==> config.mk <==
export PLATFORM = sky130hd
export DESIGN_NAME = ssmf_rem
export DESIGN_NICKNAME = d
export VERILOG_FILES = /design/src/hw/rtl/ssmf_pkg.sv /design/src/hw/rtl/ssmf_rem.sv
export SDC_FILE = /design/constraint.sdc
export NUM_CORES = 1
export LEC_CHECK = 0
export CORE_AREA = 5 5 107 109
export DETAILED_ROUTE_END_ITERATION = 10
export DIE_AREA = 0 0 112 114
export DONT_BUFFER_PORTS = 1
export SLEW_MARGIN = 20
export SYNTH_ARGS = -nofsm -noshare
export SYNTH_HDL_FRONTEND = slang
export SYNTH_SLANG_ARGS = --single-unit
==> constraint.sdc <==
create_clock -name clk_i -period 3.55 [get_ports clk_i]
set_input_delay 0 -clock clk_i [delete_from_list [all_inputs] [get_ports clk_i]]
set_output_delay 0 -clock clk_i [all_outputs]
set_load 0.01 [all_outputs]
==> src/hw/rtl/ssmf_pkg.sv <==
// ----------------------------------------------------------------------------
// Segmented sieve Mersenne finder package
// Shared widths, constants, the remainder unit interface and the Mersenne test.
// ----------------------------------------------------------------------------
package ssmf_pkg;

  localparam int unsigned DATA_W    = 32;
  localparam int unsigned DIV_W     = 16;
  localparam int unsigned EXP_W     = 5;
  localparam int unsigned CNT_W     = 4;
  localparam int unsigned MAX_FINDS = 8;
  localparam logic [DIV_W-1:0] ROOT_RESET = 16'd46340;

  // Request to the remainder unit.
  typedef struct packed {
    logic              start;
    logic [DATA_W-1:0] dividend;
    logic [DIV_W-1:0]  divisor;
  } rem_req_t;

  // Answer of the remainder unit; rem holds while done is high.
  typedef struct packed {
    logic             done;
    logic [DIV_W-1:0] rem;
  } rem_rsp_t;

  // Outcome of the Mersenne test on one number.
  typedef struct packed {
    logic             hit;
    logic [EXP_W-1:0] exp;
  } merz_t;

  // A number p is reported when p+1 is 2^k with k in 0..31, except p = 1.
  function automatic merz_t merz_check(input logic [DATA_W-1:0] p);
    logic [DATA_W:0] pp1;
    merz_t           res;
    pp1     = {1'b0, p} + 33'd1;
    res.hit = 1'b0;
    res.exp = '0;
    for (int b = 0; b < DATA_W; b++) begin
      if (pp1 == (33'd1 << b) && b != 1) begin
        res.hit = 1'b1;
        res.exp = EXP_W'(b);
      end
    end
    return res;
  endfunction

endpackage

==> src/hw/rtl/ssmf_rem.sv <==
// ----------------------------------------------------------------------------
// Remainder unit
// Restoring division, one quotient bit per cycle.
// ----------------------------------------------------------------------------
module ssmf_rem import ssmf_pkg::*; (
  input  logic     clk_i,
  input  logic     rst_ni,
  input  rem_req_t req_i,
  output rem_rsp_t rsp_o
);

  logic                      busy_q;
  logic                      done_q;
  logic [$clog2(DATA_W)-1:0] cnt_q;
  logic [DATA_W-1:0]         num_q;
  logic [DIV_W-1:0]          div_q;
  logic [DIV_W-1:0]          rem_q;
  logic [DIV_W:0]            shifted;
  logic [DIV_W:0]            rem_d;

  // One restoring step: shift in the next dividend bit, subtract if it fits.
  always_comb begin
    shifted = {rem_q, num_q[DATA_W-1]};
    if (shifted >= {1'b0, div_q}) begin
      rem_d = shifted - {1'b0, div_q};
    end else begin
      rem_d = shifted;
    end
  end

  // Control and datapath.
  always_ff @(posedge clk_i or negedge rst_ni) begin
    if (!rst_ni) begin
      busy_q <= 1'b0;
      done_q <= 1'b0;
      cnt_q  <= '0;
    end else begin
      done_q <= 1'b0;
      if (req_i.start) begin
        busy_q <= 1'b1;
        cnt_q  <= '0;
        num_q  <= req_i.dividend;
        div_q  <= req_i.divisor;
        rem_q  <= '0;
      end else if (busy_q) begin
        rem_q <= rem_d[DIV_W-1:0];
        num_q <= {num_q[DATA_W-2:0], 1'b0};
        cnt_q <= cnt_q + 1'b1;
        if (cnt_q == $clog2(DATA_W)'(DATA_W - 1)) begin
          busy_q <= 1'b0;
          done_q <= 1'b1;
        end
      end
    end
  end

  assign rsp_o.done = done_q;
  assign rsp_o.rem  = rem_q;

endmodule

## Yosys cells after proc, flatten, opt, wreduce, memory -nomap -nowiden

Index checks and enable logic that the tools add are counted.
W data, S select, Z words.

| storage, ports and cells | value |
|---|---|
| bits of input ports | 51 |
| logic and storage cells | 25 |
| register bits after elaboration | 71 |
| output and inout bits | 17 |

| operators by class | value |
|---|---|
| $lt $le $gt $ge | 1 |
| $add $sub $neg | 2 |
| equality and inequality tests | 1 |
| reductions and logical operators | 3 |
| multiplexer cells | 12 |

Operator list:

| kind | count |
|---|---|
| $mux W32 | 2 |
| $mux W16 | 2 |
| $ge A17 B16 Y1 | 1 |
| $sub A16 B16 Y16 | 1 |
| $mux W5 | 2 |
| $mux W1 | 6 |
| $add A5 B1 Y5 const B | 1 |
| $eq A5 B5 Y1 const B | 1 |
| $reduce_and A2 Y1 | 2 |
| $reduce_bool A2 Y1 | 1 |

## Longest topological paths before layout

| depth | value |
|---|---|
| depth after elaboration | 4 |
| depth in mapped cells | 11 |
| gate-level depth less buffers | 11 |

## Worst setup path before layout

Ideal clock, no wire load.

| timing | value |
|---|---|
| kind | reg2reg |
| from | register rem_q[0] |
| to | register rem_q[10] (data pin) |
| setup time | 0.267 ns |
| path buffers | 1 |
| arrival time | 2.446 ns |
| period minus slack after synthesis | 2.713 ns |
| required time | 3.283 ns |
| stages on the path, launching flop included | 10 |
| slack | 0.837 ns |
| cell sequence | edfxtp_1 > ha_1 > nor2b_4 > o31a_1 > o31ai_4 > a211oi_4 > o311a_1 > buf_6 > o41ai_1 > a31oi_1 |

| between the ends | value |
|---|---|
| longest elaborated chain between the ends | 3 |
| elaborated cells on any way between the ends | 4 |
| classes of those cells | add/sub: 1; order compare: 1; mux: 2 |

Ends and longest elaborated chain:

| element | line | text |
|---|---|---|
| start: declaration | ssmf_rem.sv:17 | `logic [DIV_W-1:0] rem_q;` |
| start signal: assignment | ssmf_rem.sv:46 | `rem_q <= rem_d[DIV_W-1:0];` |
| $sub A16 B16 Y16 / $ge A17 B16 Y1 (equally long branches) | ssmf_rem.sv:25, ssmf_rem.sv:24 |  |
| $mux W16 (*) | ssmf_rem.sv:24 | `if (shifted >= {1'b0, div_q}) begin` |
| $mux W16 (*) | ssmf_rem.sv:45 | `end else if (busy_q) begin` |

Mark *: on every way between the ends. The rest lies on a longest branch, timed or not.
A chain may end at the register's enable or synchronous reset.

## Worst setup path after layout

| timing | value |
|---|---|
| from | register rem_q[0] |
| to | register rem_q[12] (data pin) |

The elaborated chain is that of the path after synthesis.

==> summary.md <==
| Metric | Value |
|---|---|
| Worst-path clk slew | `0.08 ns` |
| Yosys cell types | `56` |
| CP peak stage delay | `0.55 ns` |
| Die H | `114 um` |
| CP arrival | `3.11 ns` |
| Ant diodes | `0` |
| CTS resizes | `0` |
| Via count | `2783` |
| # clock sinks | `71` |
| Area leader, netlist | `edfxtp_1` |
| Layout area overhead | `19.0%` |
| DR vias/cell | `5.32` |
| Pwr/cell area | `457 nW/um2` |
| Most frequent cells in the layout | `edfxtp_1 (64), dlygate4sd3_1 (51), mux2_2 (31), nor2_1 (26), inv_1 (21)` |
| CP top delay family | `compound AO/OA/AOI/OAI gates` |
| CP max stage cell | `o311a_1` |
| YS warnings | `0` |
| Post-Syn Instances | `326` |
| Starting Density | `38.4%` |
| Initial DRC count | `between 150 and 200` |
| Crit-path cells | `ha_1 > nor2b_4 > o31a_1 > o31ai_4 > a211oi_4 > o311a_1 > o21ai_1 > o221ai_1` |
| Final instance area | `4810 um2` |
| H-tree depth reported by CTS | `3` |
| Max Cap Viol | `0` |
| Reg2reg start | `rem_q[0]$_SDFFCE_PP0P_` |
| Clock tree from TritonCTS | `done` |
| IO Port Bufs | `0` |
| Worst-margin pin slew | `approximately 0.75 ns` |
| Max frequency | `333 MHz` |
| Critical Path Source | `rem_q[0]$_SDFFCE_PP0P_` |
| Initial antenna violation count | `0` |
| Setup Slack @ Placement | `0.568 ns` |
| Num rows | `38` |
| Hold Path Class | `in -> async` |
| Pins Over Slew Limit | `0` |
| Nets | `448` |
| CTS buffer count | `9` |
| Post-Route Setup TNS | `0 ns` |
| Worst reg-to-reg path cell count | `8` |
| Post-placement cell area | `about 4100 um2` |
| Mapped cell area | `4040 um2` |
| Peak supply drop | `0.000191 V` |
| Crit. path cell count | `8` |
| Fin crit share | `between 80% and 90%` |
| Rel. slew slack | `50.3%` |
| Post-synth EDFFs | `64` |
| Final ANT Viol Nets | `0` |
| Total Routed Length | `8980 um` |
| Die ar. | `12800 um2` |
| Worst Setup EP | `rem_q[12]$_SDFFCE_PP0P_` |
| Yosys reg bits | `71` |
| CP required | `3.66 ns` |
| Sequential area share after synthesis | `51.9%` |
| Most common cell after layout, fill and taps aside | `edfxtp_1` |
| Final Skew | `0.0120 ns` |
| Min Clock Period, post-route | `~3 ns` |
| Fin worst setup slack | `0.547 ns` |
| Reg2reg end | `rem_q[12]$_SDFFCE_PP0P_` |
| GRT Resource Usage Total | `14.3%` |
| CP endpoint kind | `register` |
| Setup crit start kind | `register` |
| Largest net degree at the start of global routing | `54` |
| LEAKAGE | `1.82 nW` |
| Post-synth ARST share | `under 10%` |
| Synth Flop Type | `edfxtp_1` |
| Placed cells | `approximately 450` |
| Core area | `10500 um2` |
| I/O Pins | `68` |
| Status | `complete, no violations` |
| Average wire per standard cell | `17.2 um` |
| Final Non-Filler Cells | `523` |
| Detailed-route DRC error count | `0` |
| Root Driver | `clkbuf_8` |
| Overall die width | `between 100 and 150 um` |
| First-pass GRT wire length | `14200 um` |
| Vias in the first global route | `2777` |
| Hold Vio Cnt, Final | `0` |
| Dpl hpwl | `6110 um` |
| Mean post-synth cell area | `between 10 and 15 um2` |
| First drt pass iteration count | `4` |
| Setup CP Type | `reg -> reg` |
| Share of the synthesized area in the top cell type | `47.6%` |
| Global route overflow | `0` |
| Worst path bufs/invs | `0` |
| R2R Setup Slk | `0.55 ns` |
| Crit path max fanout | `12` |
| Post-CTS setup buffers | `0` |
| Clock Latency Late Sink | `roughly 0.37 ns` |
| Unrepaired setup endpoints after global routing | `no` |
| GP Congestion | `0.859` |
| Synth top area cells | `edfxtp_1 (48%), mux2_2 (8.6%), ha_1 (5.6%)` |
| Finish-stage setup viols | `0` |
| Share of cells above drive strength 1 | `16.7%` |
| Post-Synthesis Net Count | `about 400` |
| Max Root-Sink Buffers | `2` |
==> cells in the mapped netlist, drive strengths merged, types with 5 or more instances <==
master,number
o21ai,13
mux2,31
buf,8
xnor2,6
nor2,27
clkbuf,8
ha,18
edfxtp,64
a21o,7
a311oi,12
nand3,12
dfrtp,7
nand2,12
xor2,5
inv,21
a21oi,12
==> registers in the layout (all words and copies together) (netlist names) <==
name	count
busy_q	1
cnt_q	5
div_q	16
done_q	1
num_q	32
rem_q	16
==> where the power goes <==
group	internal, mW	switching (mW)	total [mW]
combinational	0.262	0.290	0.552
sequential	1.01	0.0728	1.08
clock	0.250	0.316	0.566
==> layer usage <==
metal	up-vias	global-route usage (%)	routed length, um
li1	1348	-	-
met1	1359	18.0	3940
met2	63	23.1	4340
met3	13	4.99	552
met4	0	5.05	145
met5	-	0	0
==> worst register-to-register path, cell delays in order (launching register included) <==
cell and delay [ns]:
edfxtp_1 0.52, ha_1 0.37, nor2b_4 0.14, o31a_1 0.29
o31ai_4 0.32, a211oi_4 0.12, o311a_1 0.55, o21ai_1 0.29
o221ai_1 0.15
==> worst min path at each step <==
stage / to / cells past startpoint / start
after floorplan: busy_q$_DFF_PN0_ / 0 / rst_ni
after global placement: done_q$_DFF_PN0_ / 0 / rst_ni
after detailed placement: done_q$_DFF_PN0_ / 0 / rst_ni
after CTS: cnt_q[3]$_DFFE_PN0N_ / 2 / rst_ni
after global routing: cnt_q[3]$_DFFE_PN0N_ / 2 / rst_ni
final: cnt_q[3]$_DFFE_PN0N_ / 2 / rst_ni
==> final cells by class <==
cell class,instances,area [um2]
fillers,961,5700
inverters,21,78.8
clock buffers,10,128
multi-input cells,218,1700
clock inverters,6,37.5
repair buffers,57,588
well taps,140,175
flip-flops and latches,71,2100
==> what timing repair did <==
item / 4_1_cts / 5_1_grt
hold buffers: 53 / 0
endpoints found under the hold margin: 91 / 0
endpoints found under the setup margin: 0 / 0
==> metrics by stage <==
| step | hold slack (ns) | total power [mW] | util, % |
|---|---|---|---|
| final | 0.0714 | 2.20 | 45.7 |
| after global routing | 0.0815 | 2.33 | 45.7 |
| after CTS | 0.0454 | 2.23 | 45.7 |
| after detailed placement | -0.294 | 1.58 | 38.9 |
| after global placement | -0.294 | 1.57 | 38.9 |
| after floorplan | -0.296 | 1.50 | - |
==> cell families (layout without fill, tap and decap cells) <==
kind of cell / count (synthesis) / count (layout) / share of synthesized area (%)
adders and majority gates: 19 / 19 / 6.07
xor gates and xnor gates: 11 / 11 / 2.39
and+or+nand+nor: 79 / 79 / 9.79
DFF: 71 / 71 / 51.9
AOI/OAI and AO/OA: 76 / 76 / 14.7
muxes: 33 / 33 / 9.14
buffers and inverters: 37 / 94 / 5.98
No activity file was read; power rests on OpenSTA's default activity.
