[src/hw/rtl/ssmf_ram.sv]
// ----------------------------------------------------------------------------
// Generic simple dual-port RAM
// One write port and one read port with registered read data.
// ----------------------------------------------------------------------------
module ssmf_ram #(
  parameter int unsigned WIDTH = 1,
  parameter int unsigned DEPTH = 16
) (
  input  logic                     clk_i,
  input  logic                     we_i,
  input  logic [$clog2(DEPTH)-1:0] waddr_i,
  input  logic [WIDTH-1:0]         wdata_i,
  input  logic [$clog2(DEPTH)-1:0] raddr_i,
  output logic [WIDTH-1:0]         rdata_o
);

  logic [WIDTH-1:0] mem_q [DEPTH];
  logic [WIDTH-1:0] rdata_q;

  // Write and registered read.
  always_ff @(posedge clk_i) begin
    if (we_i) begin
      mem_q[waddr_i] <= wdata_i;
    end
    rdata_q <= mem_q[raddr_i];
  end

  assign rdata_o = rdata_q;

endmodule

[config.mk]
export PLATFORM = sky130hd
export DESIGN_NAME = ssmf_ram
export DESIGN_NICKNAME = d
export VERILOG_FILES = /design/src/hw/rtl/ssmf_ram.sv
export SDC_FILE = /design/constraint.sdc
export NUM_CORES = 1
export LEC_CHECK = 0
export ABC_AREA = 1
export BUFFER_PORTS_ARGS = -buffer_cell sky130_fd_sc_hd__buf_2
export CORE_UTILIZATION = 55
export CTS_CLUSTER_DIAMETER = 60
export CTS_CLUSTER_SIZE = 14
export DETAILED_ROUTE_END_ITERATION = 7
export GPL_ROUTABILITY_DRIVEN = 0
export HOLD_SLACK_MARGIN = 0.12
export PLACE_DENSITY_LB_ADDON = 0.1
export SLEW_MARGIN = 0
export SYNTH_ARGS = -nofsm -noshare
export SYNTH_HDL_FRONTEND = slang
export SYNTH_SLANG_ARGS = --single-unit
[constraint.sdc]
create_clock -name clk_i -period 1.3 [get_ports clk_i]
set_input_delay 0.26 -clock clk_i [delete_from_list [all_inputs] [get_ports clk_i]]
set_output_delay 0.26 -clock clk_i [all_outputs]
set_load 0.01 [all_outputs]
# == Yosys cells after proc, flatten, opt, wreduce, memory -nomap -nowiden ==
# Memories as Yosys holds them, arrays and structs flattened. A register that Yosys moved wholly into a read port is not among the register bits.
# Index checks and enable logic that the tools add are counted.
# op_classes
muxes,2
# op_table
op,n
two-way mux 1 bit,2
# word_totals
out_inout_bits,1
inputBits,11
wordCells,3
ramBits,16
memories,1
reg_bits,0
# mem_list
memory,words,width,rd,rd_ports_with_merged_regs,write_ports,line,source
mem_q,16,1,1,1,1,17,logic [WIDTH-1:0] mem_q [DEPTH];

# == Longest topological paths before layout ==
# Gate-level depths: netlist of run 1.
# logic_depth
depth_word,2
ltp_mapped,8
depth_no_buf,7

# == Least setup slack after synthesis of run 1 ==
# No wires, ideal clock.
# synth_timing
path_type,input -> register
startpoint,in waddr_i[0]
endpoint,"mem mem_q[0], enable pin"
required_ns,0.988
arrival_time_ns,0.566
setup_slack_ns,0.421
setup_ns,0.312
stages,3
path_buffers,0
cell_sequence,inv_1 nand2_1 nor3_1
# synth_rtl
element,line,source
start: declaration,11,"input logic [$clog2(DEPTH)-1:0] waddr_i,"
end: declaration,17,
# Straight into the memory's write port.

# == Worst setup path after layout of run 1 ==
# layout_timing
startpoint,reg rdata_q (netlist: rdata_o) (read register of mem_q)
endpoint,out rdata_o
# layout_rtl
element,line,source
start: declaration,18,logic [WIDTH-1:0] rdata_q;
end: declaration,14,output logic [WIDTH-1:0] rdata_o
# No word-level cell between the ends.

==> metrics.md, run 1 <==
| Metric | Value |
|---|---|
| Status | finished clean |
| Routed wire length | 1216 µm |
| Post-synthesis cell area | 847.1 µm² |
| Cell count after synthesis | 96 |
| Slowest CP cell | dfxtp_1 |
| Min setup slack post-route | 333.4 ps |
| CTS tree | done |
| CTS Hold Bufs | 0 |
| Inst Count DP | 121 |
| All-Layer GR Usage | 19.05% |
| DR DRC count | 0 |
| Post-Syn Area per Cell | 8.824 µm² |
| First-pass GRT wire length | 1980 µm |
| Max-cap violation count | 0 |
| Share of cells above drive strength 1 | 17.27% |
| Stages on the worst setup path | 1 |
| Number of DRC markers in iteration 0 | 18 |
| Vias in the first global route | 525 |
| Final Instance Area | 935.9 µm² |
| Leak | 0.4309 nW |
| Hold slack | 210.4 ps |
| Clock skew | 2.459 ps |
| Final Instance Count excl. Fillers | 125 |
| CTS buffer count | 3 |
| RSZ-0062 raised after global routing | false |
| H-tree depth | 1 |
| Setup Slack @ Placement | 204.3 ps |
| R2r worst-path depth | 6 |
| Max Root-Sink Buffers | 2 |
| Kind of end point of the critical path | primary output |
| Setup_tns | 0 ps |
| Setup Fix Bufs, Post-CTS | 0 |
| Crit path kind | reg -> out |
| Area growth from synthesis to layout | 10.49% |
| I/O Pins | 12 |
| Critical Path, Cell by Cell | buf_2 |
| Reg2reg start | mem_q[11] |
| Antenna Nets Post-Route | 0 |
| CP delay by family, top | flip-flops |
| PD cells | 1049 mW/mm² |
| GR Overflow Total | 0 |
| # diodes | 0 |
| Tmin final | 966.6 ps |
| WL/cell | 9.728 µm |
| Initial antenna violation count | 0 |
| Crit share post-route | 74.35% |
| Register bit total from synthesis | 17 |
| Die Span X | 41.25 µm |
| PostCTS Resize Cnt | 0 |
| R2R Setup Slk | 450 ps |
| Synth area leader | edfxtp_1 |
| Setup violators final | 0 |
| Clock Pin Slew Worst Setup and Hold Paths | 90 ps |
| Slew margin rel. | 85.41% |
| Synth top area share | 56.72% |
| Worst hold path depth | 3 |
| Root Driver | clkbuf_4 |
| Initial Utilization | 62.00% |
| DR vias/cell | 4.832 |
| Fin. max-slew vios | 0 |
| Syn Nets | 107 |
| Post-synthesis sequential area ratio | 59.08% |
| Crit Path Max Fanout | 1 |
| CP startpoint | rdata_o |
| Sink Count | 17 |
| Worst path required time | 1040 ps |
| Largest stage delay, worst path | 300 ps |
| Skew-Pair Late Insertion Delay | 280 ps |
| R2r endpoint | rdata_o |
| Arrival @ worst endpoint | 710 ps |
| Worst hold start | raddr_i[3] |
| TritonRoute pass-1 iters | 4 |
| Final Total Pwr | 981.6 µW |
| Fin util | 68.50% |
| Worst min path class | in -> reg |
| Yosys Warn Count | 0 |
| DP Wirelength | 963.4 µm |
| CP startpoint kind | flop |
| Worst setup path endpoint | rdata_o |
| Netlist cell types | 11 |
| Worst Path Buf+Inv | 1 |
| Top post-synthesis cells by area | edfxtp_1 (57%), nand2_1 (11%), inv_1 (8.4%) |
| Final nets | 122 |
| Fmax | 1.035 GHz |
| DIE AREA | 0.001701 mm² |
| Hold Fails Final Rpt | 0 |
| Core area | 0.001366 mm² |
| Routed vias | 604 |
| Placed Area | 909.6 µm² |
| Pin count of the biggest net entering global routing | 17 |
| Actual transition at the worst max-transition pin | 217.1 ps |
| Site row count | 13 |
| PortBufs | 11 |
| Chip height | 41.25 µm |
| Worst vdd ir | 0.6455 mV |
==> synth_stat cells <==
library cell   n
inv_1         19
dfxtp_1        1
nand2_2        3
inv_2          1
inv_8          1
nand2_1       24
nor2_1         8
edfxtp_1      16
nand3_1       14
nor3_1         8
buf_6          1
==> layout make-up <==
cell class,instances,area (µm²)
Fill cell,103,430.4
Timing Repair Buffer,11,55.05
Multi-Input combinational cell,57,249.0
Inverter,21,86.33
Clock buffer,4,26.28
Tap cell,15,18.77
Sequential cell,17,500.5
==> worst min path at each step <==
stage	to	slack, ps
2_1_floorplan	mem_q[0]	360
3_3_place_gp	rdata_o	500
3_5_place_dp	rdata_o	510
4_1_cts	rdata_o	210
5_1_grt	rdata_o	240
6_report	rdata_o	210
==> cells by family after synthesis <==
family	synth area share, %
flops	59.08
buf+inv	11.52
simple gates	29.40
==> sequential cells by signal (all words and copies together), names as in the netlist <==
signal / flops
rdata_o: 1
mem_q: 16
==> power breakdown <==
part           total (mW)  switching, mW  internal [mW]
sequential          0.615        0.00331          0.612
clock               0.266          0.147          0.119
combinational       0.101         0.0653         0.0356
total               0.982          0.216          0.766
==> cells in the final DEF, fill, tap and decap left out <==
cell type / Yosys / final
nand2_1: 24 / 24
inv_1: 19 / 19
edfxtp_1: 16 / 16
nand3_1: 14 / 14
buf_2: 0 / 11
nor2_1: 8 / 8
nor3_1: 8 / 8
nand2_2: 3 / 3
clkbuf_4: 0 / 3
inv_2: 1 / 1
inv_8: 1 / 1
clkbuf_1: 0 / 1
dfxtp_1: 1 / 1
==> per-layer routing <==
layer | routed length (µm) | vias to the layer above | part of all wire (%) | track usage, %
li1 | - | 335 | - | -
met1 | 587 | 251 | 48 | 23.74
met2 | 570 | 16 | 47 | 30.47
met3 | 46 | 2 | 3.8 | 4.891
met4 | 12 | 0 | 0.99 | 9.677
met5 | 0 | - | 0 | 0
No activity file was read; power rests on OpenSTA's default activity.
==> run 2: changes to the inputs <==
- CORE_UTILIZATION: 55 -> 54
- clock period: 1.3 -> 0.91 ns (I/O delays scaled with it)
==> run 2 against run 1 <==
Register-to-register slack got worse by 400 ps. Sequential cell count did not move. Die area rose by 1.8%. Sequential power rose by 43%. Clock power rose by 43%. Global-route usage fell by 1.5 points. Via count rose by 2.2%. Non-clock buffer count did not move. Core utilization fell by 0.81 points. Combinational power rose by 45%. Clock skew rose by 1.2 ps. Critical path type unchanged.
==> metrics.md, run 2 (synthesized netlist as in run 1, its figures left out) <==
| Metric | Value |
|---|---|
| Vias in the first global route | 562 (was 525) |
| DIE AREA | 0.001731 mm² (was 0.001701 mm²) |
| Slowest CP cell | dfxtp_1 (unchanged) |
| Tmin final | 887.6 ps |
| CP startpoint kind | flop (unchanged) |
| PortBufs | 11 (unchanged) |
| GR Util met3 | 3.913% (was 4.891%) |
| Worst Path Buf+Inv | 1 (unchanged) |
| CP delay by family, top | flip-flops (unchanged) |
| Final nets | 122 (unchanged) |
| Chip height | 41.61 µm (was 41.25 µm) |
| GR Overflow Total | 0 (unchanged) |
| First-pass GRT wire length | 2277 µm (was 1980 µm) |
| DR vias/cell | 4.936 (was 4.832) |
| Largest stage delay, worst path | 300 ps (about the same) |
| All-Layer GR Usage | 17.53% (was 19.05%) |
| Setup violators final | 0 (unchanged) |
| Fmax | 1.127 GHz |
| Clock skew | 3.651 ps (was 2.459 ps) |
| Slew margin rel. | 85.74% (was 85.41%) |
| Kind of end point of the critical path | primary output (unchanged) |
| Met1 Use GR | 20.99% (was 23.74%) |
| Hold Fails Final Rpt | 0 (unchanged) |
| Site row count | 13 (unchanged) |
| Worst vdd ir | 1.092 mV (was 0.6455 mV) |
| Max Root-Sink Buffers | 2 (unchanged) |
| Clock Pin Slew Worst Setup and Hold Paths | 90 ps (about the same) |
| Fin. max-slew vios | 0 (unchanged) |
| Share of cells above drive strength 1 | 18.18% (was 17.27%) |
| CTS Hold Bufs | 0 (unchanged) |
| Routed vias | 617 (was 604) |
| I/O Pins | 12 (unchanged) |
| WL/cell | 9.848 µm (was 9.728 µm) |
| Most common cell after layout, fill and taps aside | nand2_1 (unchanged) |
| Crit path kind | reg -> out (unchanged) |
| Initial Utilization | 61.27% (was 62.00%) |
| Placed Area | 909.6 µm² (unchanged) |
| Most frequent cells in the layout | nand2_1 (24), inv_1 (18), edfxtp_1 (16), nand3_1 (14), buf_2 (11) (was nand2_1 (24), inv_1 (19), edfxtp_1 (16), nand3_1 (14), buf_2 (11)) |
| Max-cap violation count | 0 (unchanged) |
| Largest register FFs | 16 (unchanged) |
| Status | finished clean (unchanged) |
| Routed wire length | 1231 µm (was 1216 µm) |
| Worst min path class | in -> reg (unchanged) |
| Skew-Pair Late Insertion Delay | 280 ps (about the same) |
| Fillers | 112 (was 103) |
| Final Instance Area | 935.9 µm² (unchanged) |
| Critical Path, Cell by Cell | buf_2 (unchanged) |
| Fin util | 67.69% (was 68.50%) |
| Most Crowded Layer GR | met2 (unchanged) |
| Pin count of the biggest net entering global routing | 17 (unchanged) |
| Area growth from synthesis to layout | 10.49% (unchanged) |
| Arrival @ worst endpoint | 710 ps (about the same) |
| CTS tree | done (unchanged) |
| # diodes | 0 (unchanged) |
| RSZ-0062 raised after global routing | true (was false) |
| DR DRC count | 0 (unchanged) |
| Setup Fix Bufs, Post-CTS | 0 (unchanged) |
| Core area | 0.001383 mm² (was 0.001366 mm²) |
| H-tree depth | 1 (unchanged) |
| Worst path required time | 730 ps (was 1040 ps) |
| Die Span X | 41.61 µm (was 41.25 µm) |
| Crit Path Max Fanout | 1 (unchanged) |
| DP Wirelength | 993.7 µm (was 963.4 µm) |
| Initial antenna violation count | 0 (unchanged) |
| Largest Register | mem_q (unchanged) |
| CTS buffer count | 3 (unchanged) |
| Leak | 0.4298 nW (was 0.4309 nW) |
| Met2 Use GR | 29.06% (was 30.47%) |
| PostCTS Resize Cnt | 0 (unchanged) |
| PD cells | 1501 mW/mm² (was 1049 mW/mm²) |
| Root Driver | clkbuf_4 (unchanged) |
| Actual transition at the worst max-transition pin | 212.2 ps (was 217.1 ps) |
| Antenna Nets Post-Route | 0 (unchanged) |
| Number of DRC markers in iteration 0 | 7 (was 18) |
| Crit share post-route | 97.54% |
| TritonRoute pass-1 iters | 4 (unchanged) |
| Sink Count | 17 (unchanged) |
==> run 2: where the power goes <==
group / switching (mW) / internal [mW] / leakage (nW)
logic: 0.0953 / 0.0510 / 0.262
registers: 0.00449 / 0.874 / 0.153
clock network: 0.210 / 0.170 / 0.0150
total: 0.310 / 1.09 / 0.430
==> run 2: worst reg2reg max path, delay by kind of cell, from the launching register on <==
kind                   cells  cell delay (ps)
and+or+nand+nor            5              300
buffers and inverters      1               70
DFF                        1              400
==> run 2: worst paths after layout <==
kind,startpoint,end,slack [ps],cells after the start
max reg2reg,mem_q[8],rdata_o,50,6
max,rdata_o,rdata_o,20,1
min reg2reg,mem_q[12],rdata_o,680,6
min,raddr_i[3],rdata_o,140,3
==> run 2: area by class of cell <==
cell class,instances,area (µm²),share of cell area (%)
repair buffers,11,55.05,5.882
flip-flops and latches,17,500.5,53.48
well taps,15,18.77,2.005
multi-input cells,57,249.0,26.60
clock buffers,4,26.28,2.807
inverters,21,86.33,9.225
==> run 2: through the flow <==
step                      worst slack, ps  TNS, ps  hold slack, ps  std cells  total power, mW
after detailed placement           -113.5   -708.5           423.8        121            1.044
final                               22.38        0           137.6        125            1.405
after global placement             -96.82   -499.4           420.7        121            1.041
after floorplan                     109.5        0           280.9         96           0.9889
after CTS                           18.14        0           129.7        125            1.407
after global routing               -51.95   -69.48           158.3        125            1.461
==> run 2: layer usage <==
metal	routed length [µm]	share of wire, %
met1	596	48
met3	43	3.5
met5	0	0
met4	23	1.9
met2	568	46
==> run 3: changes to the inputs <==
- SETUP_SLACK_MARGIN: not set -> 0.05
==> run 3 against run 2 <==
Clock skew is essentially flat. Die area is the same. Global-route usage is the same. Clock-buffer cell count is the same. Power grew 0.81%. Hold slack gained 11 ps. Clock power is essentially flat. Sequential cell count is the same. Final cell count is the same. Design area grew 3.2%. Critical path type unchanged.
==> metrics.md, run 3 (synthesized netlist as in run 1, its figures left out) <==
| Metric | Value |
|---|---|
| Die Span X | 41.61 µm (unchanged) |
| Crit path kind | reg -> out (unchanged) |
| Largest stage delay, worst path | 300 ps (about the same) |
| I/O Pins | 12 (unchanged) |
| Worst Path Buf+Inv | 1 (unchanged) |
| Critical Path, Cell by Cell | buf_2 (unchanged) |
| Leak | 0.4423 nW (was 0.4298 nW) |
| Vias in the first global route | 562 (unchanged) |
| Slowest CP cell | dfxtp_1 (unchanged) |
| TritonRoute pass-1 iters | 4 (unchanged) |
| Slew margin rel. | 85.74% (unchanged) |
| Fillers | 112 (unchanged) |
| DP Wirelength | 993.7 µm (unchanged) |
| Worst path required time | 730 ps (about the same) |
| Fin util | 69.86% (was 67.69%) |
| Largest Register | mem_q (unchanged) |
| Initial Utilization | 61.27% (unchanged) |
| Fmax | 1.127 GHz (about the same) |
| DR DRC count | 0 (unchanged) |
| Area of the multi-input gates | 279.0 µm² (was 249.0 µm²) |
| Routed vias | 628 (was 617) |
| Setup Fix Bufs, Post-CTS | 0 (unchanged) |
| Tmin final | 887.5 ps (was 887.6 ps) |
| Worst min path class | in -> reg (unchanged) |
| Crit share post-route | 97.53% (was 97.54%) |
| Site row count | 13 (unchanged) |
| Max-cap violation count | 0 (unchanged) |
| Antenna Nets Post-Route | 0 (unchanged) |
| Fin. max-slew vios | 0 (unchanged) |
| Arrival @ worst endpoint | 710 ps (about the same) |
| Crit Path Max Fanout | 1 (unchanged) |
| Status | finished clean (unchanged) |
| Actual transition at the worst max-transition pin | 212.2 ps (unchanged) |
| Sink Count | 17 (unchanged) |
| Max Root-Sink Buffers | 2 (unchanged) |
| Number of DRC markers in iteration 0 | 8 (was 7) |
| Worst vdd ir | 1.096 mV (was 1.092 mV) |
| Hold Fails Final Rpt | 0 (unchanged) |
| Setup_tns | 0 ps (unchanged) |
| Setup violators final | 0 (unchanged) |
| Setup Slack @ Placement | -113.5 ps (unchanged) |
| Final Total Pwr | 1.416 mW (was 1.405 mW) |
| GR Overflow Total | 0 (unchanged) |
| CP delay by family, top | flip-flops (unchanged) |
| FF+latch area | 500.5 µm² (unchanged) |
| Clock skew | 3.618 ps (was 3.651 ps) |
| Skew-Pair Late Insertion Delay | 280 ps (about the same) |
| Core area | 0.001383 mm² (unchanged) |
| Most common cell after layout, fill and taps aside | nand2_1 (unchanged) |
| All-Layer GR Usage | 17.53% (unchanged) |
| Clock Pin Slew Worst Setup and Hold Paths | 90 ps (about the same) |
| CTS buffer count | 3 (unchanged) |
| # diodes | 0 (unchanged) |
| Most frequent cells in the layout | nand2_1 (24), inv_1 (18), edfxtp_1 (16), buf_2 (11) (was nand2_1 (24), inv_1 (18), edfxtp_1 (16), nand3_1 (14), buf_2 (11)) |
| CP startpoint kind | flop (unchanged) |
| Hold slack | 149.0 ps (was 137.6 ps) |
| Final nets | 122 (unchanged) |
| Root Driver | clkbuf_4 (unchanged) |
| PD cells | 1466 mW/mm² (was 1501 mW/mm²) |
| Area growth from synthesis to layout | 14.03% (was 10.49%) |
| DR vias/cell | 5.024 (was 4.936) |
| WL/cell | 10.22 µm (was 9.848 µm) |
| Share of cells above drive strength 1 | 23.64% (was 18.18%) |
| Initial antenna violation count | 0 (unchanged) |
| Routed wire length | 1277 µm (was 1231 µm) |
| DIE AREA | 0.001731 mm² (unchanged) |
| Min setup slack post-route | 22.46 ps (was 22.38 ps) |
| RSZ-0062 raised after global routing | true (unchanged) |
| H-tree depth | 1 (unchanged) |
| First-pass GRT wire length | 2277 µm (unchanged) |
| Kind of end point of the critical path | primary output (unchanged) |
| PortBufs | 11 (unchanged) |
| Pin count of the biggest net entering global routing | 17 (unchanged) |
| Largest register FFs | 16 (unchanged) |
| CTS tree | done (unchanged) |
| Chip height | 41.61 µm (unchanged) |
| CTS Hold Bufs | 0 (unchanged) |
## run 3: path summary, 6_finish.rpt
path                    from  slack (ps)      end  cells past startpoint
setup / recovery     rdata_o          20  rdata_o                      1
hold / removal    raddr_i[3]         150  rdata_o                      3
setup reg to reg    mem_q[8]          50  rdata_o                      6
hold reg to reg    mem_q[12]         680  rdata_o                      6
## run 3: layout make-up
| type | instances | area share (%) |
|---|---|---|
| well taps | 15 | 1.943 |
| flip-flops and latches | 17 | 51.81 |
| multi-input cells | 57 | 28.89 |
| clock buffers | 4 | 2.720 |
| inverters | 21 | 8.938 |
| repair buffers | 11 | 5.699 |
## run 3: metrics by stage
step	instance area (µm²)	instances
after detailed placement	909.6	121
after CTS	935.9	125
final	965.9	125
after global routing	965.9	125
after floorplan	847.1	96
after global placement	909.6	121
## run 3: power breakdown
part           switching, mW  leakage (nW)  internal (mW)
clock network          0.210        0.0150          0.170
registers            0.00451         0.153          0.874
logic                  0.103         0.274         0.0549
total                  0.317         0.442           1.10
## run 3: what timing repair did
action,in CTS,in global routing
pin swaps,5,5
endpoints found under the setup margin,2,2
resized for setup,0,7
## run 3: routing by layer
layer / part of all wire (%) / GRT usage, %
met3: 3.1 / 3.913
met1: 47 / 20.99
met2: 48 / 29.06
met5: 0 / 0
met4: 1.8 / 9.677
